==> config.mk <==
export PLATFORM = sky130hd
export DESIGN_NAME = vblank_lock_tracker_unit
export DESIGN_NICKNAME = d
export VERILOG_FILES = /design/src/hdl/vblt_pkg.sv /design/src/hdl/vblank_lock_tracker_unit.sv /design/src/hdl/vblt_cfg_regs.sv /design/src/hdl/vblt_track_core.sv
export SDC_FILE = /design/constraint.sdc
export NUM_CORES = 1
export LEC_CHECK = 0
export BUFFER_PORTS_ARGS = -buffer_cell sky130_fd_sc_hd__buf_2
export CORE_AREA = 3 3 132 134
export CTS_CLUSTER_DIAMETER = 50
export DETAILED_ROUTE_END_ITERATION = 10
export DIE_AREA = 0 0 135 137
export GPL_TIMING_DRIVEN = 0
export PLACE_DENSITY_LB_ADDON = 0.05
export SYNTH_ARGS = -nofsm -noshare
export SYNTH_HDL_FRONTEND = slang
export SYNTH_SLANG_ARGS = --single-unit
==> constraint.sdc <==
create_clock -name i_clk -period 5.8 [get_ports i_clk]
set_clock_uncertainty 0.15 [all_clocks]
set_input_delay 0.58 -clock i_clk [delete_from_list [all_inputs] [get_ports i_clk]]
set_output_delay 0.58 -clock i_clk [all_outputs]
set_load 0.03 [all_outputs]
==> src/hdl/vblt_pkg.sv <==
package vblt_pkg;

    // Widths fixed by the item and register formats.
    localparam int unsigned CmdBits    = 2;
    localparam int unsigned CfgBits    = 9;
    localparam int unsigned CfgIdxBits = 2;
    localparam int unsigned StableBits = 8;
    localparam int unsigned ViolBits   = 2;

    // Default width of the line counter and the learned blank length.
    localparam int unsigned LineBitsDefault = 16;

    // Tracking constants.
    localparam logic [CfgBits-1:0]    MaxUnderscan  = CfgBits'(10);
    localparam logic [ViolBits-1:0]   MaxViolations = ViolBits'(2);
    localparam logic [StableBits-1:0] MinStable     = StableBits'(1);

    // Request commands.
    typedef enum logic [CmdBits-1:0] {
        CMD_LINE_TICK   = 2'd0,
        CMD_FRAME_START = 2'd1,
        CMD_SOFT_RESET  = 2'd2,
        CMD_UNUSED      = 2'd3
    } t_cmd;

    // Tracking modes.
    typedef enum logic [1:0] {
        MODE_FLOAT = 2'd0,
        MODE_LOCK  = 2'd1,
        MODE_FIXED = 2'd2
    } t_mode;

    // Configuration register indexes.
    typedef enum logic [CfgIdxBits-1:0] {
        REG_VBLANK_LINES = 2'd0,
        REG_YSTART_LINE  = 2'd1,
        REG_SPARE_2      = 2'd2,
        REG_SPARE_3      = 2'd3
    } t_reg_idx;

    // Mode override that a start line write applies.
    typedef struct packed {
        logic  set;
        t_mode mode;
    } t_mode_set;

endpackage

==> src/hdl/vblank_lock_tracker_unit.sv <==
// Channel   Handshake                  Payload
// input     i_in_valid / o_in_ready    i_cmd, i_garbage_frame, i_vblank_level
// result    o_out_valid / i_out_ready  o_leave_blank, o_mode_now
// config    i_cfg_valid / o_cfg_ready  i_cfg_index, i_cfg_data
//
// One request is taken per cycle unless a stalled result holds the input register.
// A request is held in the input register, evaluated against the tracking state, and
// its result is held in the output register while the tracking state updates.
// Reset (synchronous, active low) clears the valid flags of both registers, the tracking state and the mode.
// A stalled result holds the input register; the config port is always ready.
module vblank_lock_tracker_unit
    import vblt_pkg::*;
#(
    parameter int unsigned LINE_BITS = LineBitsDefault
)
(
    input  logic                  i_clk,
    input  logic                  i_rst_n,
    input  logic                  i_in_valid,
    output logic                  o_in_ready,
    input  logic [CmdBits-1:0]    i_cmd,
    input  logic                  i_garbage_frame,
    input  logic                  i_vblank_level,
    output logic                  o_out_valid,
    input  logic                  i_out_ready,
    output logic                  o_leave_blank,
    output logic [1:0]            o_mode_now,
    input  logic                  i_cfg_valid,
    output logic                  o_cfg_ready,
    input  logic [CfgIdxBits-1:0] i_cfg_index,
    input  logic [CfgBits-1:0]    i_cfg_data
);

    logic        r_in_valid;
    t_cmd        r_cmd;
    logic        r_garbage;
    logic        r_level;
    logic        r_out_valid;
    logic        r_out_leave;
    t_mode       r_out_mode;

    logic               w_advance;
    logic [CfgBits-1:0] w_vblank_lines;
    logic [CfgBits-1:0] w_ystart_line;
    t_mode_set          w_mode_set;
    logic               w_leave;
    t_mode              w_mode_next;
    t_mode              w_mode;

    // The held request moves on whenever the output register is free or being drained.
    assign w_advance   = r_in_valid && (!r_out_valid || i_out_ready);
    assign o_in_ready  = !r_in_valid || w_advance;
    assign o_cfg_ready = 1'b1;

    vblt_cfg_regs u_cfg (
        .i_clk          (i_clk),
        .i_rst_n        (i_rst_n),
        .i_cfg_valid    (i_cfg_valid),
        .i_cfg_index    (i_cfg_index),
        .i_cfg_data     (i_cfg_data),
        .o_vblank_lines (w_vblank_lines),
        .o_ystart_line  (w_ystart_line),
        .o_mode_set     (w_mode_set)
    );

    vblt_track_core #(
        .LINE_BITS (LINE_BITS)
    ) u_core (
        .i_clk           (i_clk),
        .i_rst_n         (i_rst_n),
        .i_step          (w_advance),
        .i_cmd           (r_cmd),
        .i_garbage_frame (r_garbage),
        .i_vblank_level  (r_level),
        .i_vblank_lines  (w_vblank_lines),
        .i_ystart_line   (w_ystart_line),
        .i_mode_set      (w_mode_set),
        .o_leave_blank   (w_leave),
        .o_mode_next     (w_mode_next),
        .o_mode          (w_mode)
    );

    // Input register.
    always_ff @(posedge i_clk) begin
        if (!i_rst_n) begin
            r_in_valid <= 1'b0;
        end else if (o_in_ready) begin
            r_in_valid <= i_in_valid;
        end
    end

    always_ff @(posedge i_clk) begin
        if (i_in_valid && o_in_ready) begin
            r_cmd     <= t_cmd'(i_cmd);
            r_garbage <= i_garbage_frame;
            r_level   <= i_vblank_level;
        end
    end

    // Result register.
    always_ff @(posedge i_clk) begin
        if (!i_rst_n) begin
            r_out_valid <= 1'b0;
        end else if (w_advance) begin
            r_out_valid <= 1'b1;
        end else if (i_out_ready) begin
            r_out_valid <= 1'b0;
        end
    end

    always_ff @(posedge i_clk) begin
        if (w_advance) begin
            r_out_leave <= w_leave;
            r_out_mode  <= w_mode_next;
        end
    end

    assign o_out_valid   = r_out_valid;
    assign o_leave_blank = r_out_leave;
    assign o_mode_now    = r_out_mode;

    // A held request is never dropped while the result side stalls.
    a_hold_request: assert property (@(posedge i_clk) disable iff (!i_rst_n)
        r_in_valid && !w_advance |=> r_in_valid)
        else $error("held request lost");

    // A soft reset outside fixed mode reports floating mode.
    a_soft_reset_mode: assert property (@(posedge i_clk) disable iff (!i_rst_n)
        w_advance && (r_cmd == CMD_SOFT_RESET) && (w_mode != MODE_FIXED)
        |=> (o_mode_now == MODE_FLOAT))
        else $error("soft reset left a tracking mode");

    // Only a start line write leaves fixed mode.
    a_fixed_sticky: assert property (@(posedge i_clk) disable iff (!i_rst_n)
        (w_mode == MODE_FIXED) && !w_mode_set.set |=> (w_mode == MODE_FIXED))
        else $error("fixed mode left without a config write");

    // A line end is only reported for a line tick.
    a_leave_on_tick: assert property (@(posedge i_clk) disable iff (!i_rst_n)
        w_advance && (r_cmd != CMD_LINE_TICK) |=> !o_leave_blank)
        else $error("blank end on a non-tick request");

endmodule

==> src/hdl/vblt_cfg_regs.sv <==
module vblt_cfg_regs
    import vblt_pkg::*;
(
    input  logic               i_clk,
    input  logic               i_rst_n,
    input  logic               i_cfg_valid,
    input  logic [CfgIdxBits-1:0] i_cfg_index,
    input  logic [CfgBits-1:0] i_cfg_data,
    output logic [CfgBits-1:0] o_vblank_lines,
    output logic [CfgBits-1:0] o_ystart_line,
    output t_mode_set          o_mode_set
);

    logic [CfgBits-1:0] r_vblank_lines;
    logic [CfgBits-1:0] r_ystart_line;
    logic               w_ystart_change;

    // A start line write that changes the value also forces the mode.
    assign w_ystart_change = i_cfg_valid && (t_reg_idx'(i_cfg_index) == REG_YSTART_LINE)
                             && (i_cfg_data != r_ystart_line);
    assign o_mode_set.set  = w_ystart_change;
    assign o_mode_set.mode = (i_cfg_data != '0) ? MODE_FIXED : MODE_FLOAT;

    // Register file; writes to spare indexes are dropped.
    always_ff @(posedge i_clk) begin
        if (!i_rst_n) begin
            r_vblank_lines <= '0;
            r_ystart_line  <= '0;
        end else if (i_cfg_valid) begin
            unique case (t_reg_idx'(i_cfg_index))
                REG_VBLANK_LINES: r_vblank_lines <= i_cfg_data;
                REG_YSTART_LINE:  r_ystart_line  <= i_cfg_data;
                default: ;
            endcase
        end
    end

    assign o_vblank_lines = r_vblank_lines;
    assign o_ystart_line  = r_ystart_line;

endmodule

==> src/hdl/vblt_track_core.sv <==
module vblt_track_core
    import vblt_pkg::*;
#(
    parameter int unsigned LINE_BITS = LineBitsDefault
)
(
    input  logic               i_clk,
    input  logic               i_rst_n,
    input  logic               i_step,
    input  t_cmd               i_cmd,
    input  logic               i_garbage_frame,
    input  logic               i_vblank_level,
    input  logic [CfgBits-1:0] i_vblank_lines,
    input  logic [CfgBits-1:0] i_ystart_line,
    input  t_mode_set          i_mode_set,
    output logic               o_leave_blank,
    output t_mode              o_mode_next,
    output t_mode              o_mode
);

    localparam logic [LINE_BITS-1:0] LineMax = '1;

    logic [LINE_BITS-1:0]  r_line_count,  n_line_count;
    logic [LINE_BITS-1:0]  r_last_blank,  n_last_blank;
    logic [StableBits-1:0] r_stable,      n_stable;
    logic [ViolBits-1:0]   r_viol_count,  n_viol_count;
    logic                  r_violated,    n_violated;
    t_mode                 r_mode,        n_mode;

    logic [LINE_BITS-1:0] w_line_inc;
    logic [LINE_BITS-1:0] w_thresh;
    logic                 w_should;
    logic                 w_leave;
    logic                 w_lock_viol;

    // Saturating line count and the transition threshold for this tick.
    assign w_line_inc = (r_line_count == LineMax) ? r_line_count : r_line_count + 1'b1;
    assign w_thresh   = i_vblank_level ? LINE_BITS'(i_vblank_lines)
                                       : LINE_BITS'(i_vblank_lines - MaxUnderscan);

    always_comb begin
        if (i_vblank_level) begin
            w_should = (w_line_inc >= w_thresh);
        end else begin
            w_should = (i_vblank_lines >= MaxUnderscan) && (w_line_inc >= w_thresh);
        end
    end

    // Next tracking state for one request.
    always_comb begin
        n_line_count = r_line_count;
        n_last_blank = r_last_blank;
        n_stable     = r_stable;
        n_viol_count = r_viol_count;
        n_violated   = r_violated;
        n_mode       = r_mode;
        w_leave      = 1'b0;
        w_lock_viol  = 1'b0;

        unique case (i_cmd)
            CMD_LINE_TICK: begin
                n_line_count = w_line_inc;
                unique case (r_mode)
                    MODE_FLOAT: begin
                        if (w_should) begin
                            if (!i_garbage_frame && (w_line_inc == r_last_blank)) begin
                                if (r_stable != '1) begin
                                    n_stable = r_stable + 1'b1;
                                end
                            end else begin
                                n_stable = '0;
                            end
                            n_last_blank = w_line_inc;
                            w_leave      = 1'b1;
                        end
                        if (n_stable >= MinStable) begin
                            n_mode       = MODE_LOCK;
                            n_viol_count = '0;
                        end
                    end
                    MODE_LOCK: begin
                        // A frame that ends off the learned length counts once.
                        if (w_line_inc == r_last_blank) begin
                            if (w_should && !r_violated) begin
                                n_viol_count = '0;
                            end else begin
                                w_lock_viol = 1'b1;
                            end
                            w_leave = 1'b1;
                        end else if (w_should) begin
                            w_lock_viol = 1'b1;
                        end
                        if (w_lock_viol) begin
                            if (!r_violated && (r_viol_count != '1)) begin
                                n_viol_count = r_viol_count + 1'b1;
                            end
                            n_violated = 1'b1;
                        end
                        if (n_viol_count > MaxViolations) begin
                            n_mode   = MODE_FLOAT;
                            n_stable = '0;
                        end
                    end
                    default: begin
                        w_leave = (w_line_inc > LINE_BITS'(i_ystart_line));
                    end
                endcase
            end
            CMD_FRAME_START: begin
                n_line_count = '0;
                n_violated   = 1'b0;
            end
            CMD_SOFT_RESET: begin
                n_line_count = '0;
                n_last_blank = '0;
                n_stable     = '0;
                n_viol_count = '0;
                n_violated   = 1'b0;
                if (r_mode != MODE_FIXED) begin
                    n_mode = MODE_FLOAT;
                end
            end
            default: ;
        endcase
    end

    // Tracking state advances once per request; start line writes force the mode.
    always_ff @(posedge i_clk) begin
        if (!i_rst_n) begin
            r_line_count <= '0;
            r_last_blank <= '0;
            r_stable     <= '0;
            r_viol_count <= '0;
            r_violated   <= 1'b0;
            r_mode       <= MODE_FLOAT;
        end else begin
            if (i_step) begin
                r_line_count <= n_line_count;
                r_last_blank <= n_last_blank;
                r_stable     <= n_stable;
                r_viol_count <= n_viol_count;
                r_violated   <= n_violated;
            end
            if (i_mode_set.set) begin
                r_mode <= i_mode_set.mode;
            end else if (i_step) begin
                r_mode <= n_mode;
            end
        end
    end

    assign o_leave_blank = w_leave;
    assign o_mode_next   = n_mode;
    assign o_mode        = r_mode;

endmodule

==> summary by stage, run 1 <==
Outcome
The run finished with clean final reports.

STA
The transition time at the pin with the least slew margin is 0.935 ns. In the post-route analysis, the smallest setup slack over all paths is 0.513 ns. The worst slew margin relative to its limit is 0.373. The number of hold-slack violations in the final timing report is 0. The smallest clock period supported by the final layout is computed as 5.29 ns. The maximum clock frequency is 189 MHz. The final setup violation count is 0. Setup repair after global routing left no endpoint under its margin. The count of pins over their slew limit is 0. The fraction of the cycle the final worst path needs is 0.911.

Floorplanning
The initial utilization of the core area, before any placement, comes to 0.345. The initialized floorplan defines 47 standard-cell rows. The die outline area is 0.0185 mm2. The boundary pin count is 26. The die boundary width is 135 um. The core outline area is between 0.015 and 0.02 mm2. From bottom edge to top edge, the die measures about 140 um.

Synth
The prevailing post-synth register cell is sky130_fd_sc_hd__dfxtp_1. The share of synthesized area occupied by flip-flops and latches is 0.267. For this run, the number of Yosys warnings is 0.

In the post-synthesis netlist, the cell with the most instances is sky130_fd_sc_hd__dfxtp_1. The number of unique standard cell types used by synthesis is 83. The net count after synthesis is 749.

By area the synthesized netlist is led by sky130_fd_sc_hd__dfxtp_1 (23%), sky130_fd_sc_hd__ha_1 (7.1%), sky130_fd_sc_hd__nor2b_1 (5.9%), sky130_fd_sc_hd__mux2i_1 (4.2%), sky130_fd_sc_hd__edfxtp_1 (3.7%). The number of synthesized flops with an enable pin is 7. The flop and latch count out of synthesis is 72.

The post-synthesis average cell area is 8.11 um2. The cell area after synthesis is 0.00566 mm2. Counting flops with an async set or reset pin after synthesis yields a share of 0. In the synthesized netlist, the cells that appear most often are sky130_fd_sc_hd__dfxtp_1 (65), sky130_fd_sc_hd__nor2b_1 (53), sky130_fd_sc_hd__nor2_1 (44).

The largest area contributor in the synthesized netlist is sky130_fd_sc_hd__dfxtp_1. The share of synthesized area in the top cell type comes to 0.230. The number of instances in the synthesized netlist is 697.

Global route
The number of antenna violations at the first check in global routing is 0. The number of global-route vias before repair came to 5240. The pin count of the biggest net entering global routing is 13. The first global-routing pass estimated around 29000 um of wire. The total overflow left after global routing is 0. For this run, the total global-route usage over all layers was measured as 0.203.

Route
After the first detailed-routing iteration, the DRC count stood at 234. After detailed routing, the number of remaining DRC violations is 0. The highest metal layer with signal wires is met4. In this run the remaining antenna-violating nets after routing total 0. The wire length on met2 is 8190 um. The detailed-route vias per instance is 5.53. The met3 wire length is 630 um.

The routed length on met1 is 8810 um. The routed design has 18200 um of wire. The routed wire length per instance is 19.0 um.

Across all layers, the routed design uses approximately 5300 vias. The count of TritonRoute iterations in the first routing pass is 5.

Setup path
The largest single stage delay on the critical path is between 0.7 and 0.8 ns. The most critical setup path has its startpoint at u_core.r_line_count[1]$_SDFFE_PN0P_. STA classifies the critical path startpoint as a register. The cell that appears most often on the critical path is sky130_fd_sc_hd__nand2_1.

The dominant delay contributor by cell family on the critical path is simple AND/OR/NAND/NOR gates. The category of the most critical setup path is register to register. The critical path contains buffers and inverters numbering 2 combined. For the worst setup path, the data arrival time is 5.22 ns. Walking the worst path, the cells encountered are ha_1, buf_4, nand3_2, nor3_1, xnor2_1, nand2_1, ha_1, nand4_1, o211ai_1, o311ai_0, a31oi_2, clkbuf_2, nor2_1, a221o_1, nor3_2, nand2_1, o2111ai_1, nand2_1. Along the worst path, the maximum fanout reaches 10.

For the worst setup path, the data required time is 5.74 ns. The launch instance of the worst register-to-register path is u_core.r_line_count[1]$_SDFFE_PN0P_. STA classifies the critical path endpoint as a register. The critical path crosses 18 cells after its start point.

The length in cells of the worst reg-to-reg path is 18. The slowest stage cell on the critical path is sky130_fd_sc_hd__nor3_1.

Min path
The class of the worst hold path is input pin to register. Counting instances, the worst hold path has a depth of 1. The startpoint identified for the worst hold timing path is i_garbage_frame.

Place
The wire-length estimate of the detail-placed layout is 14100 um. The number of port buffers is 24. OpenSTA, run right after detailed placement, puts the worst setup slack at -0.0681 ns.

Routability-driven placement finished with a final weighted congestion of 0.920.

Flow run
The number of maximum-capacitance constraint violations is 0.

Power
Summing internal, switching and leakage power gives 1.34 mW. In this run the power density over the cells is 208 mW/mm2. VDD sags by at most 0.140 mV.

The analysis attributes to cell leakage a power of approximately 2.5 nW.

Layout
The area growth from synthesis to layout is 13.7%. The post-layout net count is 786. In the final layout, the share of cells above drive strength 1 is 0.124. The antenna diode count is 0.

Clock network
The clock passes through at most 2 buffers. For the worst-skew pair, the clock arrives at the later sink with an insertion delay of 0.34 ns. The number of clock sinks seen by CTS is 72. Clock-pin slew was measured on the worst setup and hold paths at 0.06 ns. The root buffer selected by CTS is sky130_fd_sc_hd__clkbuf_16.

The H-tree depth is 3. TritonCTS built the clock tree. Counting the buffers created by CTS gives 9.
==> layer usage <==
layer  track usage  vias to the layer above
li1              -                     2620
met1         0.272                     2522
met2         0.326                      125
met3        0.0342                       36
met4        0.0823                        0
met5             0                        -
==> cells in the final DEF (no fill, tap or decap), types with 15 or more instances in the layout <==
cell | synthesis | final
sky130_fd_sc_hd__nor2b_1 | 53 | 53
sky130_fd_sc_hd__o21ai_0 | 31 | 31
sky130_fd_sc_hd__nand4_1 | 15 | 15
sky130_fd_sc_hd__xnor2_1 | 15 | 15
sky130_fd_sc_hd__nor3_1 | 29 | 29
sky130_fd_sc_hd__mux2i_1 | 24 | 23
sky130_fd_sc_hd__dfxtp_1 | 65 | 65
sky130_fd_sc_hd__clkbuf_1 | 25 | 24
sky130_fd_sc_hd__ha_1 | 32 | 32
sky130_fd_sc_hd__inv_1 | 37 | 37
sky130_fd_sc_hd__nand3_1 | 15 | 15
sky130_fd_sc_hd__nor2_1 | 44 | 44
sky130_fd_sc_hd__buf_2 | 12 | 36
sky130_fd_sc_hd__nand2_1 | 43 | 43
sky130_fd_sc_hd__a21oi_1 | 41 | 41
==> worst paths after layout <==
kind / to / slack, ns
setup / recovery: o_mode_now[0]$_DFFE_PP_ / 0.51
hold / removal: r_garbage$_DFFE_PP_ / 0.26
setup reg to reg: o_mode_now[0]$_DFFE_PP_ / 0.51
hold reg to reg: u_core.r_stable[0]$_SDFFE_PN0P_ / 0.36
==> kinds of logic (layout without fill, tap and decap cells) <==
kind of cell	count (synthesis)	after routing	synth area share
multiplexers	27	27	0.0491
adder cells (fa/ha/maj)	32	32	0.0708
AND/OR/NAND/NOR	281	281	0.285
other	1	1	0.000663
flip-flops	72	72	0.267
buffers and inverters	77	119	0.0564
AO/OA/AOI/OAI	177	177	0.222
XOR/XNOR	30	30	0.0491
==> registers in the layout, indices dropped and copies added (netlist names) <==
signal and flops:
u_core.o_mode 2, o_out_valid 1, u_cfg.o_vblank_lines 9, u_core.r_viol_count 2, r_cmd 2, o_mode_now 2, r_in_valid 1, u_core.r_line_count 16
u_core.r_violated 1, r_garbage 1, r_level 1, o_leave_blank 1, u_core.r_last_blank 16, u_core.r_stable 8, u_cfg.o_ystart_line 9
==> power breakdown <==
group / total, mW / internal, mW / switching (mW) / leakage [nW]
clock network: 0.659 / 0.426 / 0.233 / 0.170
registers: 0.522 / 0.513 / 0.00882 / 0.593
logic: 0.158 / 0.0621 / 0.0959 / 1.75
==> per-stage QoR <==
stage | setup TNS (ns) | utilization | hold slack [ns] | instances | area, um2
finish | 0 | 0.392 | 0.257 | 959 | 6430
global route | 0 | 0.392 | 0.247 | 959 | 6430
CTS | 0 | 0.390 | 0.240 | 957 | 6400
detailed placement | -0.0812 | 0.369 | 0.332 | 941 | 6050
global placement | -0.0235 | 0.369 | 0.326 | 941 | 6050
floorplan | 0 | - | 0.302 | 697 | 5660
==> cell type report <==
| cell class | instances | area [um2] |
|---|---|---|
| multi-input cells | 548 | 3830 |
| flip-flops and latches | 72 | 1510 |
| plain buffers | 40 | 181 |
| clock inverters | 4 | 72.6 |
| well taps | 220 | 275 |
| repair buffers | 26 | 135 |
| fillers | 1713 | 9980 |
| inverters | 37 | 139 |
| clock buffers | 12 | 278 |
==> what timing repair did <==
action	in CTS	in global routing
resized for setup	1	3
buffers inserted	0	2
hold buffers	0	0
endpoints found under the setup margin	3	12
Power figures use the tool's default switching activity.
==> inputs of run 2 (changes only) <==
Settings changed: CORE_AREA 3 3 132 134 to 3 3 128 130, DIE_AREA 0 0 135 137 to 0 0 131 133, SYNTH_HIERARCHICAL set to 1.
Clock period 5.8 ns to 5.3 ns, I/O delays scaled along.
==> run 2 against run 1 <==
  * Combinational power about the same
  * Global-route usage decreased by 1.9 points
  * Utilization increased by 1.1 points
  * Synthesized cell count decreased by 9.8%
  * Clock-buffer cell count unchanged
  * Critical path depth unchanged
  * First-iteration DRC count increased by 43%
  * Worst hold slack got worse by 0.045 ns
  * Clock power decreased by 3%
  * Largest cell class unchanged
==> summary by stage, run 2 <==
Outcome
The run finished with clean final reports.

Power
The standby leakage power is 2.42 nW. Summing internal, switching and leakage power gives 1.37 mW. In this run the power density over the cells is 223 mW/mm2. IR analysis of the VDD net gives a maximum drop of 0.141 mV.

Layout
The most common cell after layout, fill and taps aside is sky130_fd_sc_hd__dfxtp_1. After routing the design area is around 0.0061 mm2. 0 antenna diodes ended up in the layout.

The fraction of final layout cells sized beyond drive strength 1 is 0.152. The utilization after layout is 0.403. The area growth from synthesis to layout is 16.0%.

After the last flow step, the layout net total stands at 720. The library cells used most frequently in the layout, excluding fill and tap cells, are sky130_fd_sc_hd__dfxtp_1 (65), sky130_fd_sc_hd__nor2b_1 (57), sky130_fd_sc_hd__a21oi_1 (44), sky130_fd_sc_hd__buf_2 (32), sky130_fd_sc_hd__nor2_1 (32). The largest registers in the layout are u_core/r_last_blank (16), u_core/r_line_count (16).

Synth
The cell area after synthesis is 0.00530 mm2. sky130_fd_sc_hd__dfxtp_1 is the most common cell in the netlist. When the netlist entered floorplanning its net count stood at 681. For this run, the register share of the synthesized area comes to 0.285. For this run, the leading register cell type out of synthesis is sky130_fd_sc_hd__dfxtp_1. Counting flops with a built-in enable in the synthesized netlist gives 7. The fraction of registers with async set/reset is 0. Sorting the synthesized cells by area gives the leading types as sky130_fd_sc_hd__dfxtp_1 (25%), sky130_fd_sc_hd__ha_1 (7.6%), sky130_fd_sc_hd__nor2b_1 (6.7%), sky130_fd_sc_hd__mux2i_1 (4.5%), sky130_fd_sc_hd__a21oi_1 (4.3%). Counting instances in the post-synthesis netlist gives the leading cell types as sky130_fd_sc_hd__dfxtp_1 (65), sky130_fd_sc_hd__nor2b_1 (57), sky130_fd_sc_hd__a21oi_1 (46). The cell count after synthesis came out at roughly 630.

A synthesized cell averages 8.42 um2. The number of unique standard cell types used by synthesis is 77. After synthesis the netlist holds a flip-flop and latch count of 72. sky130_fd_sc_hd__dfxtp_1 takes more of the synthesized area than any other cell. The share of synthesized area in the top cell type comes to 0.246. The synthesis warning total is 6.

STA
Setup slack closes at 0.292 ns. The maximum clock frequency is 200 MHz. The worst slew margin relative to its limit is 0.537.

The number of hold-slack violations in the final timing report is 0. Setup violations remaining at the end of the flow were counted as 0. The count of pins over their slew limit is 0.

The clock period minus final worst setup slack is 5.01 ns. Setup repair after global routing left no endpoint under its margin. Summed over all failing endpoints, the final setup total negative slack is 0 ns. The transition time at the pin with the least slew margin is 0.686 ns. In the finished design, the share of the clock period the worst path needs comes to 0.945.

Setup path
STA classifies the critical path startpoint as a register. The category of the most critical setup path is register to register. The highest fanout seen on the critical path is 9. The length in cells of the worst reg-to-reg path is 18.

The setup check on the worst reg-to-reg path leaves a slack of 0.29 ns. STA puts the critical path data arrival time at 5.09 ns. The worst register-to-register path ends at u_core/r_viol_count[1]$_SDFFE_PN0P_.

The startpoint identified for the worst register-to-register timing path is u_core/r_line_count[14]$_SDFFE_PN0P_. Data on the critical path is required at its endpoint by 5.39 ns. The kind of end point of the critical path is a register.

Min path
The hold path startpoint is i_cmd[0]. The worst hold path endpoint is r_cmd[0]$_DFFE_PP_. In this run the worst hold path is classified as input pin to register. The number of stages on the worst hold path is 1.

Route
The count of TritonRoute iterations in the first routing pass is 6. Dividing the detail-routed via count by the number of cells gives 5.44. In this run the remaining antenna-violating nets after routing total 0. After detailed routing, the number of remaining DRC violations is 0. In this run, the number of DRC markers left after iteration 0 of detailed routing was approximately 330. The routed wire length per instance is 17.9 um. Wires add up to between 15000 and 20000 um. The routed via count is a little under 5000.

Clock network
The latest clock arrival within the worst-skew pair is 0.34 ns. Counting every sink on the clock net gives 72. After clock tree synthesis, the clock-pin slew on the worst setup and hold paths is about 0.060 ns. TritonCTS built the clock tree.

The tree is rooted in a sky130_fd_sc_hd__clkbuf_16. The H-tree depth is 3. The number of buffers between clock root and the deepest sink is 2. Clock tree synthesis inserted a total of 9 buffers. The number of hold buffers added after CTS is 0.

Place
The cell area after placement is 0.00568 mm2. The worst setup timing slack at the placement stage is -0.758 ns. The estimated wirelength of the detail-placed design is roughly 12000 um. The number of port buffers is 24. The weighted congestion reported at the end of routability-driven placement is a little over 0.9.

Floorplanning
The core outline area is 0.0153 mm2. The initial utilization of the core area, before any placement, comes to 0.347. The number of placement rows is 45.

The boundary pin count is 26. The height of the die is 133 um. From left edge to right edge, the die measures between 100 and 150 um. The die covers 0.0174 mm2.

Global route
For this run, the total global-route usage over all layers was measured as 0.184. The first-pass GRT wire length is 25000 um. The number of antenna violations at the first check in global routing is 0. The number of global-route vias before repair is 4561. The final global-route overflow total is 0. The pin count of the biggest net entering global routing is 14.

Flow run
Across the run, the number of max-cap violations was 0.
[run 2: cell count changes in the layout (fill, tap and decap cells not counted), moves of 6 or more]
cell | previous run | this run
sky130_fd_sc_hd__nor2_1 | 44 | 32
sky130_fd_sc_hd__nor3_1 | 29 | 14
sky130_fd_sc_hd__and2_1 | 10 | 1
sky130_fd_sc_hd__o21ai_0 | 31 | 21
sky130_fd_sc_hd__nand2_1 | 43 | 31
sky130_fd_sc_hd__a31oi_1 | 12 | 5
sky130_fd_sc_hd__nor4_1 | 7 | 13
sky130_fd_sc_hd__xor2_1 | 14 | 21
sky130_fd_sc_hd__inv_1 | 37 | 29
[run 2: cell families (layout without fill, tap and decap cells)]
| logic type | Yosys count | after routing | share of synthesized area |
|---|---|---|---|
| AND/OR/NAND/NOR | 240 | 240 | 0.279 |
| AO/OA/AOI/OAI | 147 | 147 | 0.182 |
| flip-flops | 72 | 72 | 0.285 |
| buffers and inverters | 70 | 114 | 0.0602 |
| XOR/XNOR | 38 | 38 | 0.0628 |
| adder cells (fa/ha/maj) | 34 | 34 | 0.0794 |
| multiplexers | 26 | 26 | 0.0496 |
| other | 2 | 2 | 0.00142 |
[run 2: worst max-delay path by stage]
| stage | from | endpoint | slack, ns |
|---|---|---|---|
| finish | u_core/r_line_count[14]$_SDFFE_PN0P_ | u_core/r_viol_count[1]$_SDFFE_PN0P_ | 0.29 |
| global route | u_core/r_line_count[0]$_SDFFE_PN0P_ | u_core/r_viol_count[0]$_SDFFE_PN0P_ | 0.002 |
| CTS | u_core/r_line_count[1]$_SDFFE_PN0P_ | u_core/r_viol_count[1]$_SDFFE_PN0P_ | 0.04 |
| detailed placement | u_core/r_line_count[1]$_SDFFE_PN0P_ | u_core/r_last_blank[2]$_SDFFE_PN0P_ | -0.76 |
| global placement | u_core/r_line_count[1]$_SDFFE_PN0P_ | u_core/r_last_blank[2]$_SDFFE_PN0P_ | -0.84 |
| floorplan | u_core/r_line_count[1]$_SDFFE_PN0P_ | u_core/r_viol_count[0]$_SDFFE_PN0P_ | 0.79 |
[run 2: report_power, final]
| group | leakage [nW] | internal, mW | total, mW | switching (mW) |
|---|---|---|---|---|
| Clock | 0.149 | 0.391 | 0.641 | 0.249 |
| Combinational | 1.68 | 0.0642 | 0.159 | 0.0944 |
| Sequential | 0.594 | 0.561 | 0.571 | 0.0105 |
| Total | 2.42 | 1.02 | 1.37 | 0.354 |
[run 2: cell type report]
class	instances	area, um2
repair buffers	28	150
inverters	29	109
clock inverters	4	51.3
fillers	1547	9110
multi-input cells	487	3590
well taps	211	264
flip-flops and latches	72	1510
plain buffers	41	216
clock buffers	12	256
[run 2: layer usage]
layer  part of all wire  up-vias  wire (um)  GRT usage
li1                   -     2374          -          -
met1               0.48     2328       7650      0.260
met2               0.46       90       7270      0.279
met3              0.040       19        632     0.0343
met4              0.019        0        298     0.0669
met5                  0        -          0          0
[run 2: stage by stage]
step | std cells | hold WS (ns)
after CTS | 881 | 0.195
after global routing | 884 | 0.197
after global placement | 864 | 0.360
after detailed placement | 864 | 0.371
after floorplan | 629 | 0.317
final | 884 | 0.212
[run 2: critical path, stage by stage, from the launching register on]
cell and delay [ns]:
sky130_fd_sc_hd__dfxtp_1 0.29, sky130_fd_sc_hd__buf_2 0.16, sky130_fd_sc_hd__and4_1 0.21, sky130_fd_sc_hd__clkbuf_1 0.21, sky130_fd_sc_hd__a41oi_1 0.65, sky130_fd_sc_hd__nor2_2 0.20, sky130_fd_sc_hd__ha_1 0.33, sky130_fd_sc_hd__o21ai_0 0.07
sky130_fd_sc_hd__o21bai_1 0.15, sky130_fd_sc_hd__a21oi_1 0.08, sky130_fd_sc_hd__o2111ai_1 0.28, sky130_fd_sc_hd__a31oi_4 0.19, sky130_fd_sc_hd__or4b_2 0.68, sky130_fd_sc_hd__o22ai_1 0.14, sky130_fd_sc_hd__and3_1 0.20, sky130_fd_sc_hd__a21oi_2 0.09
sky130_fd_sc_hd__o41ai_4 0.42, sky130_fd_sc_hd__a2111oi_2 0.11, sky130_fd_sc_hd__o221a_2 0.29
[run 2: timing repair]
item / in CTS / in global routing
pin swaps: 1 / 2
gates resized for setup: 12 / 17
buffers inserted: 1 / 3
hold endpoints to repair: 0 / 0
endpoints found under the setup margin: 28 / 25
==> inputs of run 3 (changes only) <==
==> constraint.sdc (replaced) <==
create_clock -name i_clk -period 5.15 [get_ports i_clk]
set_clock_uncertainty 0.15 [all_clocks]
set_input_delay 0.515 -clock i_clk [delete_from_list [all_inputs] [get_ports i_clk]]
set_output_delay 0.515 -clock i_clk [all_outputs]
set_load 0.05 [all_outputs]
==> run 3 against run 2 <==
  * Die area is the same
  * Clock-buffer cell count stayed put
  * Global-route usage grew 0.069 points
  * Flip-flop and latch count unchanged
  * Worst hold slack lost 0.015 ns
  * Highest routed layer unchanged
==> summary by stage, run 3 (synthesized netlist as in run 2, its figures left out) <==
Clock network
The root buffer cell chosen for the clock tree is sky130_fd_sc_hd__clkbuf_16. The H-tree was split into 3 levels. Clock-pin slew was measured on the worst setup and hold paths at about 0.06 ns. The TritonCTS clock tree is yes.

The clock net in this run drives a total of 72 sinks. The latest clock arrival within the worst-skew pair is 0.34 ns. The number of clock buffers inserted by TritonCTS is 9. The clock passes through at most 2 buffers.

Setup path
The kind of start point of the critical path is a register. The data required time at the worst endpoint is 5.29 ns. The most critical setup path has its startpoint at u_core/r_line_count[0]$_SDFFE_PN0P_. The launch instance of the worst register-to-register path is u_core/r_line_count[0]$_SDFFE_PN0P_. The worst setup path is of the register to register kind. The kind of end point of the critical path is a register. The arrival time at the worst endpoint is 5.04 ns. The highest fanout seen on the critical path is 10.

Power
For this design the static power due to leakage is 2.43 nW. Across the VDD grid, the largest voltage drop is between 0.1 and 0.15 mV. The power density normalized to cell area is 227 mW/mm2. The total power draw is about 1.4 mW.

STA
The transition time at the pin with the least slew margin is 0.653 ns. The count of pins over their slew limit is 0. Setup violations remaining at the end of the flow were counted as 0. In this run the tightest slew margin relative to its limit is 0.565. The maximum clock frequency is 204 MHz. For the finished layout, the period the worst path requires is 4.90 ns. The number of hold-slack violations in the final timing report is 0. The fraction of the cycle the final worst path needs is 0.951.

Global route
Global routing finished with a remaining overflow of 0. Entering global routing, the biggest net connects 14 pins. The global routing usage summed across all routing layers is 0.185. The number of global-route vias before repair is around 4600. The first-pass GRT wire length is ~25000 um.

The number of antenna violations at the first check in global routing is 0.

Layout
In the final layout, the registers with the most flip-flops are u_core/r_last_blank (16), u_core/r_line_count (16). The layout filler cell count is 1544. The antenna diode count is 0. The final layout contains between 700 and 800 nets. The library cells used most frequently in the layout, excluding fill and tap cells, are sky130_fd_sc_hd__dfxtp_1 (64), sky130_fd_sc_hd__nor2b_1 (57), sky130_fd_sc_hd__a21oi_1 (43), sky130_fd_sc_hd__nor2_1 (32). Once layout is done, the placed cells without fillers occupy 0.00622 mm2. In the final layout, the share of cells above drive strength 1 is 0.163.

From synthesis to final layout, the design area changed by 17.4%. The most common cell after layout, fill and taps aside is sky130_fd_sc_hd__dfxtp_1.

Route
The routed via count is ~4800. Once detail routing completed, the nets flagged for antenna violations numbered 0. The count of TritonRoute iterations in the first routing pass is 5. In the routed design, unresolved DRC markers number 0.

The detailed-route vias per instance is 5.42. The DRC violation total after the first TritonRoute iteration is 428. The final wirelength is 15900 um. The routed wire length per instance is approximately 18 um.

Min path
In this run the worst hold path is classified as input pin to register. The hold path startpoint is i_cmd[0].

Floorplanning
The initialized floorplan defines 45 standard-cell rows. The core outline area is 0.0153 mm2. The die outline area is around 0.017 mm2. The height of the die is 133 um. In this run the count of I/O pins placed on the die edge is 26.

The starting density of the core is 0.347. The die boundary width is 131 um.

Outcome
The run finished with clean final reports.

Place
The weighted congestion reported at the end of routability-driven placement is 0.922. Summed over all nets, the half-perimeter wirelength after detailed placement is 11800 um. Once placement finished, the instance area stood at 0.00568 mm2. The number of port buffers is 24.

Flow run
Max-cap violations in this run came to 0.
-- run 3: worst paths after layout --
check	end	slack, ns	depth (start not counted)
setup / recovery	u_core/r_viol_count[1]$_SDFFE_PN0P_	0.25	19
hold / removal	r_cmd[0]$_DFFE_PP_	0.20	1
setup reg to reg	u_core/r_viol_count[1]$_SDFFE_PN0P_	0.25	19
hold reg to reg	u_core/r_stable[1]$_SDFFE_PN0P_	0.37	2
-- run 3: layer usage --
| metal | vias up | GRT usage | part of all wire |
|---|---|---|---|
| li1 | 2383 | - | - |
| met1 | 2312 | 0.262 | 0.48 |
| met2 | 97 | 0.281 | 0.46 |
| met3 | 14 | 0.0323 | 0.043 |
| met4 | 0 | 0.0657 | 0.016 |
| met5 | - | 0 | 0 |
-- run 3: through the flow --
| step | utilization | setup TNS [ns] | setup WS, ns | cells | hold slack, ns |
|---|---|---|---|---|---|
| CTS | 0.398 | 0 | 0.00372 | 882 | 0.180 |
| global route | 0.408 | -0.104 | -0.0522 | 886 | 0.182 |
| global placement | 0.372 | -19.91 | -0.995 | 864 | 0.360 |
| detailed placement | 0.372 | -18.33 | -0.908 | 864 | 0.371 |
| finish | 0.408 | 0 | 0.252 | 886 | 0.197 |
| floorplan | - | 0 | 0.644 | 629 | 0.317 |
-- run 3: where the power goes --
part           switching (mW)  internal [mW]
logic                   0.101         0.0668
clock network           0.255          0.403
registers              0.0111          0.577
-- run 3: layout make-up --
cell class | count | area (um2) | area share
multi-input cells | 487 | 3640 | 0.585
flip-flops and latches | 72 | 1510 | 0.243
well taps | 211 | 264 | 0.0425
clock buffers | 12 | 256 | 0.0412
plain buffers | 41 | 221 | 0.0356
repair buffers | 30 | 165 | 0.0266
inverters | 29 | 109 | 0.0175
clock inverters | 4 | 51.3 | 0.00825
-- run 3: timing repair --
| action | 4_1_cts | 5_1_grt |
|---|---|---|
| setup endpoints to repair | 30 | 26 |
| hold buffers | 0 | 0 |
| buffers inserted | 2 | 4 |
| gates resized for setup | 18 | 23 |
| pin swaps | 1 | 3 |
-- run 3: worst max-delay path, cell delays in order (launching register included) --
cell,delay (ns)
sky130_fd_sc_hd__dfxtp_1,0.37
sky130_fd_sc_hd__clkbuf_4,0.25
sky130_fd_sc_hd__and3_1,0.16
sky130_fd_sc_hd__buf_2,0.18
sky130_fd_sc_hd__nand3_2,0.15
sky130_fd_sc_hd__a2111oi_2,0.35
sky130_fd_sc_hd__o21bai_2,0.24
sky130_fd_sc_hd__inv_1,0.13
sky130_fd_sc_hd__ha_1,0.33
sky130_fd_sc_hd__a21oi_1,0.23
sky130_fd_sc_hd__o2111ai_1,0.21
sky130_fd_sc_hd__a31oi_4,0.32
sky130_fd_sc_hd__clkbuf_4,0.26
sky130_fd_sc_hd__nand4b_1,0.14
sky130_fd_sc_hd__a22oi_1,0.10
sky130_fd_sc_hd__and3_1,0.22
sky130_fd_sc_hd__a21oi_2,0.23
sky130_fd_sc_hd__o41ai_4,0.13
sky130_fd_sc_hd__a2111oi_2,0.43
sky130_fd_sc_hd__o221a_2,0.25
